[src/design/matf_pkg.sv]
// ----------------------------------------------------------------------------
// matf_pkg
// Shared types and fixed field widths of the thermocouple moving-average filter.
// ----------------------------------------------------------------------------
`default_nettype none

package matf_pkg;

  localparam int RAW_W       = 16;  // sensor word
  localparam int SAMPLE_W    = 13;  // quarter degrees taken from the sensor word
  localparam int SAMPLE_MAX  = (1 << SAMPLE_W) - 1;
  localparam int SCALE_SHIFT = 4;   // average reported times 16
  localparam int AVG_W       = 17;
  localparam int HELD_W      = 5;
  localparam int OUT_DATA_W  = 24;  // average_x16 and samples_held, padded to bytes

  // Commands from the controller to the datapath and the divider
  typedef struct packed {
    logic capture;    // latch the incoming request
    logic update;     // apply the sample to ring, sum and counters
    logic div_start;  // load the divider with sum * 16 and the fill count
    logic load_out;   // move the finished result into the output register
  } matf_cmd_t;

  typedef struct packed {
    logic div_done;
  } matf_status_t;

endpackage

`default_nettype wire

[src/design/matf_divider.sv]
// ----------------------------------------------------------------------------
// matf_divider
// Restoring divider, one quotient bit per cycle.
// ----------------------------------------------------------------------------
`default_nettype none

module matf_divider #(
  parameter int NUM_W = 21,
  parameter int DEN_W = 5
) (
  input  wire logic             clk,
  input  wire logic             rst,
  input  wire logic             start,
  input  wire logic [NUM_W-1:0] dividend,
  input  wire logic [DEN_W-1:0] divisor,
  output logic      [NUM_W-1:0] quotient,
  output logic                  done
);

  localparam int CNT_W = $clog2(NUM_W + 1);

  logic [NUM_W-1:0] quo;
  logic [DEN_W-1:0] rem;
  logic [DEN_W-1:0] den;
  logic [CNT_W-1:0] steps;

  logic [DEN_W:0] rem_shift;
  logic [DEN_W:0] rem_diff;
  logic           fits;

  always_comb begin
    rem_shift = {rem, quo[NUM_W-1]};
    rem_diff  = rem_shift - {1'b0, den};
    fits      = rem_shift >= {1'b0, den};
  end

  always_ff @(posedge clk) begin
    if (rst) begin
      steps <= '0;
      done  <= 1'b0;
    end else if (start) begin
      steps <= CNT_W'(NUM_W);
      done  <= 1'b0;
    end else if (steps != '0) begin
      steps <= steps - 1'b1;
      if (steps == CNT_W'(1)) begin
        done <= 1'b1;
      end
    end
  end

  always_ff @(posedge clk) begin
    if (start) begin
      quo <= dividend;
      rem <= '0;
      den <= divisor;
    end else if (steps != '0) begin
      rem <= fits ? rem_diff[DEN_W-1:0] : rem_shift[DEN_W-1:0];
      quo <= {quo[NUM_W-2:0], fits};
    end
  end

  assign quotient = quo;

endmodule

`default_nettype wire

[src/design/matf_datapath.sv]
// ----------------------------------------------------------------------------
// matf_datapath
// Sample ring, running sum, counters, sticky error and result register.
// ----------------------------------------------------------------------------
`default_nettype none

module matf_datapath #(
  parameter int WINDOW_DEPTH = 16,
  parameter int IDX_W        = 4,
  parameter int CNT_W        = 5,
  parameter int SUM_W        = 17,
  parameter int NUM_W        = 21
) (
  input  wire logic                            clk,
  input  wire logic                            rst,
  input  wire matf_pkg::matf_cmd_t             cmd,
  input  wire logic                            read_failed,
  input  wire logic [matf_pkg::RAW_W-1:0]      raw_word,
  input  wire logic [NUM_W-1:0]                quotient,
  output logic      [NUM_W-1:0]                dividend,
  output logic      [CNT_W-1:0]                divisor,
  output logic      [matf_pkg::AVG_W-1:0]      average_x16,
  output logic                                 no_value,
  output logic      [matf_pkg::HELD_W-1:0]     samples_held
);

  localparam int PW = CNT_W + 1;

  logic [matf_pkg::SAMPLE_W-1:0] ring [WINDOW_DEPTH];
  logic [matf_pkg::SAMPLE_W-1:0] oldest_data;

  logic                          failed;
  logic [matf_pkg::SAMPLE_W-1:0] sample;
  logic                          sticky_error;
  logic [IDX_W-1:0]              oldest_index;
  logic [CNT_W-1:0]              fill_count;
  logic [SUM_W-1:0]              running_sum;

  logic                          full;
  logic [PW-1:0]                 pos_raw;
  logic [IDX_W-1:0]              pos;
  logic [IDX_W-1:0]              oldest_inc;
  logic [SUM_W-1:0]              sum_next;
  logic                          ring_write;
  logic                          none;
  logic [CNT_W+matf_pkg::HELD_W-1:0] held_ext;

  always_comb begin
    full = fill_count == CNT_W'(WINDOW_DEPTH);
    // slot after the newest sample; when full it lands on the oldest one
    pos_raw = PW'(oldest_index) + PW'(fill_count);
    if (pos_raw >= PW'(WINDOW_DEPTH)) begin
      pos_raw = pos_raw - PW'(WINDOW_DEPTH);
    end
    pos = pos_raw[IDX_W-1:0];
    oldest_inc = (oldest_index == IDX_W'(WINDOW_DEPTH - 1)) ? '0 : oldest_index + 1'b1;
    sum_next = running_sum - (full ? SUM_W'(oldest_data) : '0) + SUM_W'(sample);
    ring_write = cmd.update && !failed;
    none = sticky_error || (fill_count == '0);
    held_ext = {{matf_pkg::HELD_W{1'b0}}, fill_count};
  end

  // ring memory: one write port, one registered read port at the oldest slot
  always_ff @(posedge clk) begin
    if (ring_write) begin
      ring[pos] <= sample;
    end
    oldest_data <= ring[oldest_index];
  end

  always_ff @(posedge clk) begin
    if (cmd.capture) begin
      failed <= read_failed;
      sample <= raw_word[matf_pkg::SAMPLE_W-1:0];
    end
  end

  always_ff @(posedge clk) begin
    if (rst) begin
      sticky_error <= 1'b0;
      oldest_index <= '0;
      fill_count   <= '0;
      running_sum  <= '0;
    end else if (cmd.update) begin
      if (failed) begin
        sticky_error <= 1'b1;
      end else begin
        running_sum <= sum_next;
        if (full) begin
          oldest_index <= oldest_inc;
        end else begin
          fill_count <= fill_count + 1'b1;
        end
      end
    end
  end

  always_ff @(posedge clk) begin
    if (cmd.load_out) begin
      average_x16  <= none ? '0 : quotient[matf_pkg::AVG_W-1:0];
      no_value     <= none;
      samples_held <= held_ext[matf_pkg::HELD_W-1:0];
    end
  end

  assign dividend = {running_sum, {matf_pkg::SCALE_SHIFT{1'b0}}};
  assign divisor  = fill_count;

endmodule

`default_nettype wire

[src/design/matf_ctrl.sv]
// ----------------------------------------------------------------------------
// matf_ctrl
// Sequencer for one request: update, divide, hand off the result.
// ----------------------------------------------------------------------------
`default_nettype none

module matf_ctrl (
  input  wire logic                    clk,
  input  wire logic                    rst,
  input  wire logic                    in_valid,
  output logic                         in_ready,
  output logic                         out_valid,
  input  wire logic                    out_ready,
  input  wire matf_pkg::matf_status_t  status,
  output matf_pkg::matf_cmd_t          cmd
);

  typedef enum logic [4:0] {
    S_IDLE   = 5'b00001,
    S_UPDATE = 5'b00010,
    S_LOAD   = 5'b00100,
    S_DIVIDE = 5'b01000,
    S_FINISH = 5'b10000
  } state_t;

  state_t state;
  state_t state_next;
  logic   out_free;

  always_comb begin
    out_free   = !out_valid || out_ready;
    in_ready   = state == S_IDLE;
    state_next = state;
    cmd        = '0;
    unique case (state)
      S_IDLE: begin
        if (in_valid) begin
          cmd.capture = 1'b1;
          state_next  = S_UPDATE;
        end
      end
      S_UPDATE: begin
        cmd.update = 1'b1;
        state_next = S_LOAD;
      end
      S_LOAD: begin
        cmd.div_start = 1'b1;
        state_next    = S_DIVIDE;
      end
      S_DIVIDE: begin
        if (status.div_done) begin
          state_next = S_FINISH;
        end
      end
      S_FINISH: begin
        // hold until the output register can take the result
        if (out_free) begin
          cmd.load_out = 1'b1;
          state_next   = S_IDLE;
        end
      end
      default: state_next = S_IDLE;
    endcase
  end

  always_ff @(posedge clk) begin
    if (rst) begin
      state     <= S_IDLE;
      out_valid <= 1'b0;
    end else begin
      state <= state_next;
      if (cmd.load_out) begin
        out_valid <= 1'b1;
      end else if (out_ready) begin
        out_valid <= 1'b0;
      end
    end
  end

endmodule

`default_nettype wire

[src/design/moving_average_thermocouple_filter.sv]
// ----------------------------------------------------------------------------
// moving_average_thermocouple_filter
// Running mean of the last WINDOW_DEPTH good thermocouple reads.
// ----------------------------------------------------------------------------
// Each request is one sensor read; each gives exactly one result: the mean of
// the held samples in quarter degrees times 16 (truncated), the number of
// samples held, and a no-value flag that is set once any read has failed (until
// reset) or while no sample is held. One request is worked at a time, paced by
// the restoring divider that yields one quotient bit of sum * 16 / count per
// cycle; the sum is SUM_W = 13 + clog2(WINDOW_DEPTH) bits wide. The result
// sits in an output register, so the next request is taken while it waits to
// be read.
// ----------------------------------------------------------------------------
`default_nettype none

module moving_average_thermocouple_filter #(
  parameter int WINDOW_DEPTH = 16
) (
  input  wire logic                               clk,
  input  wire logic                               rst,
  input  wire logic                               s_tvalid,
  output logic                                    s_tready,
  input  wire logic [matf_pkg::RAW_W-1:0]         s_tdata,   // raw_word
  input  wire logic                               s_tuser,   // read_failed
  output logic                                    m_tvalid,
  input  wire logic                               m_tready,
  output logic      [matf_pkg::OUT_DATA_W-1:0]    m_tdata,   // average_x16, samples_held
  output logic                                    m_tuser    // no_value
);

  localparam int IDX_W = (WINDOW_DEPTH > 1) ? $clog2(WINDOW_DEPTH) : 1;
  localparam int CNT_W = $clog2(WINDOW_DEPTH + 1);
  localparam int SUM_W = $clog2(matf_pkg::SAMPLE_MAX * WINDOW_DEPTH + 1);
  localparam int NUM_W = SUM_W + matf_pkg::SCALE_SHIFT;
  localparam int PAD_W = matf_pkg::OUT_DATA_W - matf_pkg::AVG_W - matf_pkg::HELD_W;

  matf_pkg::matf_cmd_t    cmd;
  matf_pkg::matf_status_t status;

  logic [NUM_W-1:0]              dividend;
  logic [NUM_W-1:0]              quotient;
  logic [CNT_W-1:0]              divisor;
  logic [matf_pkg::AVG_W-1:0]    average_x16;
  logic [matf_pkg::HELD_W-1:0]   samples_held;
  logic                          div_done;

  assign status.div_done = div_done;

  matf_ctrl u_ctrl (
    .clk       (clk),
    .rst       (rst),
    .in_valid  (s_tvalid),
    .in_ready  (s_tready),
    .out_valid (m_tvalid),
    .out_ready (m_tready),
    .status    (status),
    .cmd       (cmd)
  );

  matf_datapath #(
    .WINDOW_DEPTH (WINDOW_DEPTH),
    .IDX_W        (IDX_W),
    .CNT_W        (CNT_W),
    .SUM_W        (SUM_W),
    .NUM_W        (NUM_W)
  ) u_datapath (
    .clk          (clk),
    .rst          (rst),
    .cmd          (cmd),
    .read_failed  (s_tuser),
    .raw_word     (s_tdata),
    .quotient     (quotient),
    .dividend     (dividend),
    .divisor      (divisor),
    .average_x16  (average_x16),
    .no_value     (m_tuser),
    .samples_held (samples_held)
  );

  matf_divider #(
    .NUM_W (NUM_W),
    .DEN_W (CNT_W)
  ) u_divider (
    .clk      (clk),
    .rst      (rst),
    .start    (cmd.div_start),
    .dividend (dividend),
    .divisor  (divisor),
    .quotient (quotient),
    .done     (div_done)
  );

  assign m_tdata = {{PAD_W{1'b0}}, samples_held, average_x16};

endmodule

`default_nettype wire
[config.mk]
export PLATFORM = sky130hd
export DESIGN_NAME = moving_average_thermocouple_filter
export DESIGN_NICKNAME = d
export VERILOG_FILES = /design/src/design/matf_pkg.sv /design/src/design/matf_divider.sv /design/src/design/matf_datapath.sv /design/src/design/matf_ctrl.sv /design/src/design/moving_average_thermocouple_filter.sv
export SDC_FILE = /design/constraint.sdc
export NUM_CORES = 1
export LEC_CHECK = 0
export BUFFER_PORTS_ARGS = -buffer_cell sky130_fd_sc_hd__buf_2
export CORE_MARGIN = 1.5
export CORE_UTILIZATION = 62
export DETAILED_ROUTE_END_ITERATION = 7
export HOLD_SLACK_MARGIN = 0.02
export PLACE_DENSITY = 0.8
export SYNTH_ARGS = -nofsm -noshare
export SYNTH_HDL_FRONTEND = slang
export SYNTH_SLANG_ARGS = --single-unit
[constraint.sdc]
create_clock -name clk -period 5.2 [get_ports clk]
set_input_delay 0.26 -clock clk [delete_from_list [all_inputs] [get_ports clk]]
set_output_delay 0.26 -clock clk [all_outputs]
set_load 0.005 [all_outputs]
==> metrics, run 1 <==
flop2flop setup slack=1090 ps; Detailed Route Iter0 Violations=745; RSZ-0062 raised after global routing=no; adder and majority gate portion of the synthesized area=0.04829; crit path DAT=4460 ps; drt wl/cell=21.12 microns; Layout area overhead=12.62%; share of post-route cells with drive strength above 1=0.1689; measured slew at the worst slew-check pin=1125 ps; # H-tree levels=2; Max-cap violations=0; largest net degree at the start of global routing=59; Cell Count, Final, Fillers Out=1328; reg2reg start=u_datapath.divisor[1]$_SDFFE_PP0P_; crit path launch=u_datapath.divisor[1]$_SDFFE_PP0P_; die span in x=153.2 microns; Final Hold Fails=0; num ports=48; clock tree buffer depth=3; Comb pwr share=0.143; critical path class=flip-flop to flip-flop; Lkg Pwr=0.005524 uW; area of the multi-input gates=4292 sq um; Synth area leader=edfxtp_1; post-route ant nets=0; Vias/cell=6.086; sequential area share after synthesis=0.6603; placed cells=1255; NetSw=1703 uW; DRC=8; Num CTS Buffers=34; post-route design area=15760 sq um; top-count cell post-synth=edfxtp_1; #FFs+latches synth=328; Diodes inserted=0; hold path start=s_tvalid; first-pass GRT wire length=44670 microns; Switching Share=0.2616; yosys warns=0; Tcrit/Tclk final=0.7897; final setup vio count=0; Critical Path Start Type=flip-flop; Final GP Congestion=0.8788; Crit Path Max Fanout=15; FF/Latch Area=9245 sq um; pwr dens=413.2 nW/um^2; setup ws final=1093 ps; CTS tree=yes; dpl hpwl=16940 microns; Int Power=4807 uW; FFs w/ async S/R, synth=0; Fin Setup TNS=0 ps; core box area=21960 sq um; Peak VDD IR=0.0003611 V; final net count=1091; multiplexer area fraction after synthesis=0.09872; Skew-Pair Late Insertion Delay=520 ps; largest cells by area after synthesis=edfxtp_1, dfxtp_1, mux4_2; Hold WC Path Type=input pin to flip-flop; failing checks=design-rule violations; XOR/XNOR Fraction of Synth Area=0.01377; die area=23480 sq um; Clk pin slew, worst setup/hold paths=60 ps; gr usage total=0.2497; Compound-Gate Fraction of Synth Area=0.06501; Fill cells=1379; CP Capture Type=flip-flop; Reg2Reg Depth=13; Hold Path End=u_ctrl.state[0]$_SDFFE_PP1P_; outcome=finished with violations; Most used DFF post-synth=edfxtp_1; sequential share of power=0.502; Tmin final=4107 ps; initial antenna violation count=0; required time worst endpoint=5550 ps; Initial Utilization=0.6372; mean post-synth cell area=14.65 sq um; Final Max Slew Viols=0; clock skew=21.75 ps; fmax=243.5 MHz; vias=8082; # rows=54; simple-gate share of the synthesized area=0.07950; max_slew headroom=0.2470; Root Buffer=clkbuf_16; Clock power frac=0.355; number of flops mapped to enable cells by yosys=267; WHS Path Cells=4; First-pass DRT Iterations=8; Synth top area share=0.5730; WL final=28040 microns; vias in the first global route=8106; largest family of logic cells by synthesized area=multiplexers; Synth cell types=53; Post-Place Cell Area=14540 sq um; r2r endpoint=u_datapath.running_sum[14]$_SDFFE_PP0P_; DP Worst Slack=1134 ps; Sink Count=328; number of gates resized after cts=0; gr ovfl total=0; Mapped Cells=955; IO Port Bufs=42; most frequent cells after synthesis=edfxtp_1, inv_1, nand2_1; Die H=153.2 microns; Post-Syn Area=13990 sq um
[state kept, by name, summed over array words and instances (netlist names)]
| name | count |
|---|---|
| u_datapath.ring | 208 |
| u_divider.quotient | 21 |
| u_datapath.average_x16 | 17 |
| u_datapath.running_sum | 17 |
| u_datapath.oldest_data | 13 |
| u_datapath.sample | 13 |
| u_ctrl.state | 5 |
| u_datapath.divisor | 5 |
| u_datapath.samples_held | 5 |
| u_divider.den | 5 |
| u_divider.rem | 5 |
| u_divider.steps | 5 |
| u_datapath.oldest_index | 4 |
| u_ctrl.out_valid | 1 |
| u_datapath.failed | 1 |
| u_datapath.no_value | 1 |
| u_datapath.sticky_error | 1 |
| u_divider.done | 1 |
[repair_timing]
item                       in CTS  in global routing
hold endpoints to repair       14                  0
setup endpoints to repair       0                  0
setup buffers                   0                  0
hold buffers                   14                  0
[cells by family after synthesis]
logic type	count (synthesis)
and+or+nand+nor	225
xor gates and xnor gates	22
AOI/OAI and AO/OA	141
adders and majority gates	45
DFF	328
buffers and inverters	120
other	1
muxes	73
[layer usage]
layer	global-route usage	up-vias	routed length [microns]
met3	0.03147	56	1681
met5	0	-	0
met2	0.4368	319	14440
met1	0.3292	4007	11250
met4	0.07843	0	670
li1	-	3700	-
[how the worst max path moves through the flow]
stage	endpoint	slack [ps]
after CTS	u_datapath.running_sum[14]$_SDFFE_PP0P_	1130
after detailed placement	u_datapath.running_sum[14]$_SDFFE_PP0P_	1130
after floorplan	u_datapath.running_sum[14]$_SDFFE_PP0P_	1620
after global routing	u_datapath.running_sum[14]$_SDFFE_PP0P_	790
final	u_datapath.running_sum[14]$_SDFFE_PP0P_	1090
after global placement	u_datapath.running_sum[14]$_SDFFE_PP0P_	1230
[critical path, stage by stage (launching register included)]
cell      delay (ps)
dfxtp_1          500
inv_1             80
ha_1             200
and3_1           330
and2_1           250
fa_1             510
inv_1             70
fa_1             450
a21o_1           210
a221oi_1         560
nor2_1           160
a311oi_1         350
or4_1            150
o311ai_0         110
[placed cells by master (no fill, tap or decap), types with 5 or more instances in the layout]
cell           count
inv_1             74
xor2_1            10
edfxtp_1         267
a211oi_1          22
a21o_1            11
dfxtp_1           58
buf_2             42
and2_1            32
nand2_1           62
nor2b_1           15
mux4_2            52
o21ai_0           27
nand4_1            9
clkbuf_8           6
clkinv_1           6
buf_4             22
a31oi_1            6
a21oi_1           46
clkbuf_16         34
nor3_1            11
nand3_1           12
dlygate4sd3_1     14
and3_1             6
mux2i_1           21
nor2_1            54
xnor2_1           12
clkinv_2           5
or3_1              5
fa_1              15
ha_1              30
[layout make-up]
cell class	instances	share of cell area
flip-flops and latches	328	0.5867
multi-input cells	508	0.2724
clock buffers	43	0.05995
repair buffers	78	0.03271
well taps	280	0.02223
inverters	75	0.01787
clock inverters	16	0.008179
[power groups by stage]
stage,sequential (uW),clock [uW],combinational [uW]
after CTS,3270,2340,926
after floorplan,3250,0,728
final,3270,2310,930
after global placement,3310,0,878
after global routing,3290,2450,1060
after detailed placement,3320,0,912
[stage by stage]
| step | util | hold slack (ps) | power [uW] |
|---|---|---|---|
| 5_1_grt | 0.7176 | 153.8 | 6795 |
| 3_5_place_dp | 0.6621 | 438.1 | 4232 |
| 2_1_floorplan | - | 358.9 | 3978 |
| 3_3_place_gp | 0.6621 | 435.9 | 4186 |
| 6_report | 0.7176 | 144.5 | 6510 |
| 4_1_cts | 0.7173 | 133.2 | 6530 |
No activity file was read; power rests on OpenSTA's default activity.
==> run 2, diff against run 1 <==
--- a/config.mk
+++ b/config.mk
@@ -7,10 +7,10 @@
 export LEC_CHECK = 0
 export BUFFER_PORTS_ARGS = -buffer_cell sky130_fd_sc_hd__buf_2
 export CORE_MARGIN = 1.5
-export CORE_UTILIZATION = 62
+export CORE_UTILIZATION = 56
 export DETAILED_ROUTE_END_ITERATION = 7
 export HOLD_SLACK_MARGIN = 0.02
-export PLACE_DENSITY = 0.8
+export PLACE_DENSITY = 0.76
 export SYNTH_ARGS = -nofsm -noshare
 export SYNTH_HDL_FRONTEND = slang
 export SYNTH_SLANG_ARGS = --single-unit
==> constraint.sdc (replaced) <==
create_clock -name clk -period 3.7 [get_ports clk]
set_input_delay 0.185 -clock clk [delete_from_list [all_inputs] [get_ports clk]]
set_output_delay 0.185 -clock clk [all_outputs]
set_load 0.005 [all_outputs]
==> run 2 against run 1 <==
  * The run now ends clean
  * Hold slack improved by 120 ps
  * Combinational power increased by 47%
  * Highest routed layer unchanged
  * Via count fell by 0.97%
==> metrics, run 2 (synthesis results as in run 1) <==
final net count=1112; gr busiest metal=met2; max reg flops=208; Skew-Pair Late Insertion Delay=520 ps; Detailed Route Iter0 Violations=702; outcome=finished, final reports clean; Layout area overhead=14.80%; Diodes inserted=0; # H-tree levels=2; IO Port Bufs=42; commonest non-fill, non-tap cell in the layout=edfxtp_1; First-pass DRT Iterations=5; initial antenna violation count=0; post-route ant nets=0; Power Total=9436 uW; Max-cap violations=0; fmax=284.7 MHz; DP Worst Slack=121.6 ps; final setup vio count=0; gr usage total=0.2169; largest net degree at the start of global routing=45; Vias/cell=5.738; Clk pin slew, worst setup/hold paths=60 ps; met2 Usage GRT=0.3746; Root Buffer=clkbuf_16; Initial Utilization=0.5737; Critical Path Start Type=flip-flop; clock tree buffer depth=3; gr ovfl total=0; share of post-route cells with drive strength above 1=0.1821; vias=8004; setup repair bufs after CTS=0; measured slew at the worst slew-check pin=1057 ps; RSZ-0062 raised after global routing=no; dpl hpwl=17030 microns; met3 usage=0.03210; max_slew headroom=0.2929; CTS tree=yes; drt wl/cell=19.55 microns; pwr dens=587.4 nW/um^2; WL final=27270 microns; vias in the first global route=7987; core box area=24390 sq um; most frequent cells in the layout=edfxtp_1, inv_1, nand2_1; crit path DAT=3880 ps; Top reg by flops=u_datapath.ring; Post-Place Cell Area=14730 sq um; Peak VDD IR=0.0004539 V; Final GP Congestion=0.8729; DRC=0; required time worst endpoint=4070 ps; Final Max Slew Viols=0; Die H=161.1 microns; post-route design area=16060 sq um; critical path class=flip-flop to flip-flop; Tcrit/Tclk final=0.9493; setup ws final=187.4 ps; Crit Path Max Fanout=11; # rows=57; Final Hold Fails=0; Lkg Pwr=0.005665 uW; Sink Count=328; Fill cells=1697; met1 Track Usage GR=0.2911; Hold WC Path Type=input pin to flip-flop; Tmin final=3513 ps; first-pass GRT wire length=43330 microns; Num CTS Buffers=35; clock skew=20.63 ps; Fin Setup TNS=0 ps; CP Capture Type=flip-flop; die span in x=161.1 microns; num ports=48; die area=25940 sq um
==> run 2: through the flow <==
stage	utilization	std cells	hold slack (ps)
floorplan	-	956	283.9
global placement	0.6038	1317	361.1
detailed placement	0.6038	1317	363.1
CTS	0.6585	1395	241.6
global route	0.6586	1395	283.2
finish	0.6586	1395	264.4
==> run 2: worst max-delay path: stages, from the launching register on <==
cell and delay [ps]:
dfxtp_1 320, inv_1 40, ha_1 190, and3_2 270, and2_1 200, fa_1 500, inv_1 70, fa_1 450
a21o_1 220, a221oi_1 320, nor2_1 130, a311oi_1 350, or4_1 160, o311ai_0 110
==> run 2: timing repair <==
action | CTS | global route
gates resized for setup | 0 | 1
hold buffers | 16 | 0
setup endpoints to repair | 0 | 1
endpoints found under the hold margin | 16 | 0
==> run 2: per-layer routing <==
layer / share of wire / vias to the layer above / routed length [microns]
met5: 0 / - / 0
met4: 0.018 / 0 / 493
met3: 0.056 / 41 / 1531
met2: 0.50 / 240 / 13670
met1: 0.42 / 3988 / 11570
li1: - / 3735 / -
==> run 2: where the power goes <==
group | switching, uW | leakage, uW | internal [uW]
registers | 193 | 0.00293 | 4360
logic | 837 | 0.00216 | 537
clock network | 1370 | 0.000577 | 2130
total | 2400 | 0.00566 | 7040
==> run 2: cell type report <==
type	count	area (sq um)	area share
sequential	328	9245	0.5756
multi-input combinational	508	4287	0.2669
clock buffer	52	1064	0.06621
timing repair buffer	98	670.6	0.04175
tap	324	405.4	0.02524
inverter	75	281.5	0.01753
clock inverter	10	110.1	0.006855
==> run 2: worst paths after layout <==
| check | slack [ps] | startpoint | endpoint | cells after the start |
|---|---|---|---|---|
| worst min-delay path | 260 | rst | u_divider.steps[2]$_SDFFE_PP0P_ | 2 |
| worst min register to register | 450 | u_datapath.running_sum[7]$_SDFFE_PP0P_ | u_datapath.running_sum[7]$_SDFFE_PP0P_ | 2 |
| worst max-delay path | 190 | u_datapath.divisor[0]$_SDFFE_PP0P_ | u_datapath.running_sum[14]$_SDFFE_PP0P_ | 13 |
| worst max register to register | 190 | u_datapath.divisor[0]$_SDFFE_PP0P_ | u_datapath.running_sum[14]$_SDFFE_PP0P_ | 13 |
==> run 3, diff against run 2 <==
--- a/config.mk
+++ b/config.mk
@@ -7,10 +7,10 @@
 export LEC_CHECK = 0
 export BUFFER_PORTS_ARGS = -buffer_cell sky130_fd_sc_hd__buf_2
 export CORE_MARGIN = 1.5
-export CORE_UTILIZATION = 56
+export CORE_UTILIZATION = 62
 export DETAILED_ROUTE_END_ITERATION = 7
 export HOLD_SLACK_MARGIN = 0.02
-export PLACE_DENSITY = 0.76
+export PLACE_DENSITY = 0.8
 export SYNTH_ARGS = -nofsm -noshare
 export SYNTH_HDL_FRONTEND = slang
 export SYNTH_SLANG_ARGS = --single-unit
==> constraint.sdc (replaced) <==
create_clock -name clk -period 4 [get_ports clk]
set_input_delay 0 -clock clk [delete_from_list [all_inputs] [get_ports clk]]
set_output_delay 0 -clock clk [all_outputs]
set_load 0.005 [all_outputs]
==> run 3 against run 2 <==
  * The run now ends with design-rule violations left
  * Register-to-register slack better by 170 ps
  * Flip-flop and latch count did not move
  * Routed wire length rose by 5.5%
  * Setup slack improved by 170 ps
  * Critical path type unchanged
  * Largest cell class unchanged
==> metrics, run 3 (synthesis results as in run 1) <==
Comb pwr share=0.151; # H-tree levels=1; max_slew headroom=0.1820; Reg2Reg Depth=14; drt wl/cell=21.41 microns; Cell Chain, Critical Path=inv_1 -> ha_1 -> and3_1 -> and2_1 -> fa_1 -> inv_1 -> fa_1 -> a21o_1 -> a221oi_1 -> buf_4 -> nor2_1 -> a311oi_1 -> or4_1 -> o311ai_0; Sink Count=328; Tcrit/Tclk final=0.9100; Lkg Pwr=0.005576 uW; pwr dens=532.6 nW/um^2; Clock power frac=0.351; Final Max Slew Viols=0; Final GP Congestion=0.8885; Final Hold Fails=0; num ports=48; final setup vio count=0; WP buf/inv=3; Diodes inserted=0; Worst path depth=14; Num CTS Buffers=31; NetSw=2185 uW; die area=23480 sq um; Fin Setup TNS=0 ps; Root Buffer=clkbuf_16; vias=8207; fmax=274.7 MHz; critical path class=flip-flop to flip-flop; most frequent cells in the layout=edfxtp_1, inv_1, nand2_1; CTS tree=yes; dpl hpwl=17160 microns; sequential share of power=0.498; max reg flops=208; gr usage total=0.2527; share of post-route cells with drive strength above 1=0.1740; Max-cap violations=0; WHS Path Cells=2; vias in the first global route=8229; failing checks=design-rule violations; Layout area overhead=13.26%; clock tree buffer depth=3; Int Power=6255 uW; max incr delay on CP=500 ps; crit path DAT=4050 ps; clock skew=21.23 ps; # rows=54; CP Capture Type=flip-flop; Initial Utilization=0.6372; Hold WC Path Type=input pin to flip-flop; Vias/cell=6.111; final net count=1104; WL final=28760 microns; commonest non-fill, non-tap cell in the layout=edfxtp_1; initial antenna violation count=0; Cell Count, Final, Fillers Out=1343; CP max stage cell=fa_1; first-pass GRT wire length=45160 microns; measured slew at the worst slew-check pin=1221 ps; Top reg by flops=u_datapath.ring; Switching Share=0.2589; placed cells=1268; IO Port Bufs=42; largest net degree at the start of global routing=57; gr ovfl total=0; Clk pin slew, worst setup/hold paths=60 ps; DRC=8; Critical Path Start Type=flip-flop; RSZ-0062 raised after global routing=no; core box area=21960 sq um; Crit Path Max Fanout=10; required time worst endpoint=4410 ps; cell family with most CP delay=adder cells; Die H=153.2 microns; Peak VDD IR=0.0005620 V; Tmin final=3640 ps; setup repair bufs after CTS=0; die span in x=153.2 microns; post-route ant nets=0; outcome=finished with violations; Skew-Pair Late Insertion Delay=580 ps; First-pass DRT Iterations=8; Detailed Route Iter0 Violations=774; number of gates resized after cts=0
## run 3: cell types whose count changed in the layout (fill, tap and decap cells not counted), sizes merged
cell and delta:
buf -5, bufinv +1, clkbuf -5, dlygate4sd3 +1
## run 3: power by group through the flow
stage	Clock (uW)	Combinational, uW	Sequential, uW
2_1_floorplan	0	946	4230
3_3_place_gp	0	1210	4260
3_5_place_dp	0	1250	4270
4_1_cts	2990	1270	4200
5_1_grt	3130	1450	4220
6_report	2960	1280	4200
## run 3: cell type report
class / count / area, sq um
flip-flops and latches: 328 / 9245
fillers: 1358 / 6111
multi-input cells: 508 / 4285
clock buffers: 47 / 885.9
repair buffers: 94 / 655.6
well taps: 280 / 350.3
inverters: 75 / 281.5
clock inverters: 11 / 143.9
## run 3: worst register-to-register path, stage by stage, from the launching register on
cell and delay (ps):
dfxtp_1 320, inv_1 50, ha_1 200, and3_1 280
and2_1 230, fa_1 500, inv_1 70, fa_1 460
a21o_1 210, a221oi_1 300, buf_4 190, nor2_1 60
a311oi_1 310, or4_1 160, o311ai_0 130
## run 3: routing by layer
metal / part of all wire / track usage / wire length [microns]
met4: 0.039 / 0.09290 / 1121
met5: 0 / 0 / 0
met1: 0.40 / 0.3356 / 11540
met3: 0.067 / 0.03969 / 1923
met2: 0.49 / 0.4271 / 14170
## run 3: per-stage QoR
stage | total power, uW | utilization | setup WS [ps] | cell area (sq um) | hold slack [ps]
after floorplan | 5172 | - | 421.6 | 14000 | 98.87
after global placement | 5473 | 0.6671 | 516.8 | 14650 | 176.3
after detailed placement | 5520 | 0.6671 | 402.0 | 14650 | 178.3
after CTS | 8463 | 0.7217 | 398.1 | 15850 | 21.61
after global routing | 8802 | 0.7217 | 169.8 | 15850 | 61.29
final | 8440 | 0.7217 | 360.2 | 15850 | 44.06
## run 3: path summary, 6_finish.rpt
| kind | start | slack (ps) | end |
|---|---|---|---|
| setup / recovery | u_datapath.divisor[0]$_SDFFE_PP0P_ | 360 | u_datapath.running_sum[14]$_SDFFE_PP0P_ |
| hold / removal | rst | 40 | u_ctrl.out_valid$_SDFFE_PP0P_ |
| setup reg to reg | u_datapath.divisor[0]$_SDFFE_PP0P_ | 360 | u_datapath.running_sum[14]$_SDFFE_PP0P_ |
| hold reg to reg | u_datapath.running_sum[6]$_SDFFE_PP0P_ | 450 | u_datapath.running_sum[6]$_SDFFE_PP0P_ |
## run 3: repair_timing
item / 4_1_cts / 5_1_grt
setup endpoints to repair: 0 / 0
hold buffers: 17 / 0
hold endpoints to repair: 20 / 0
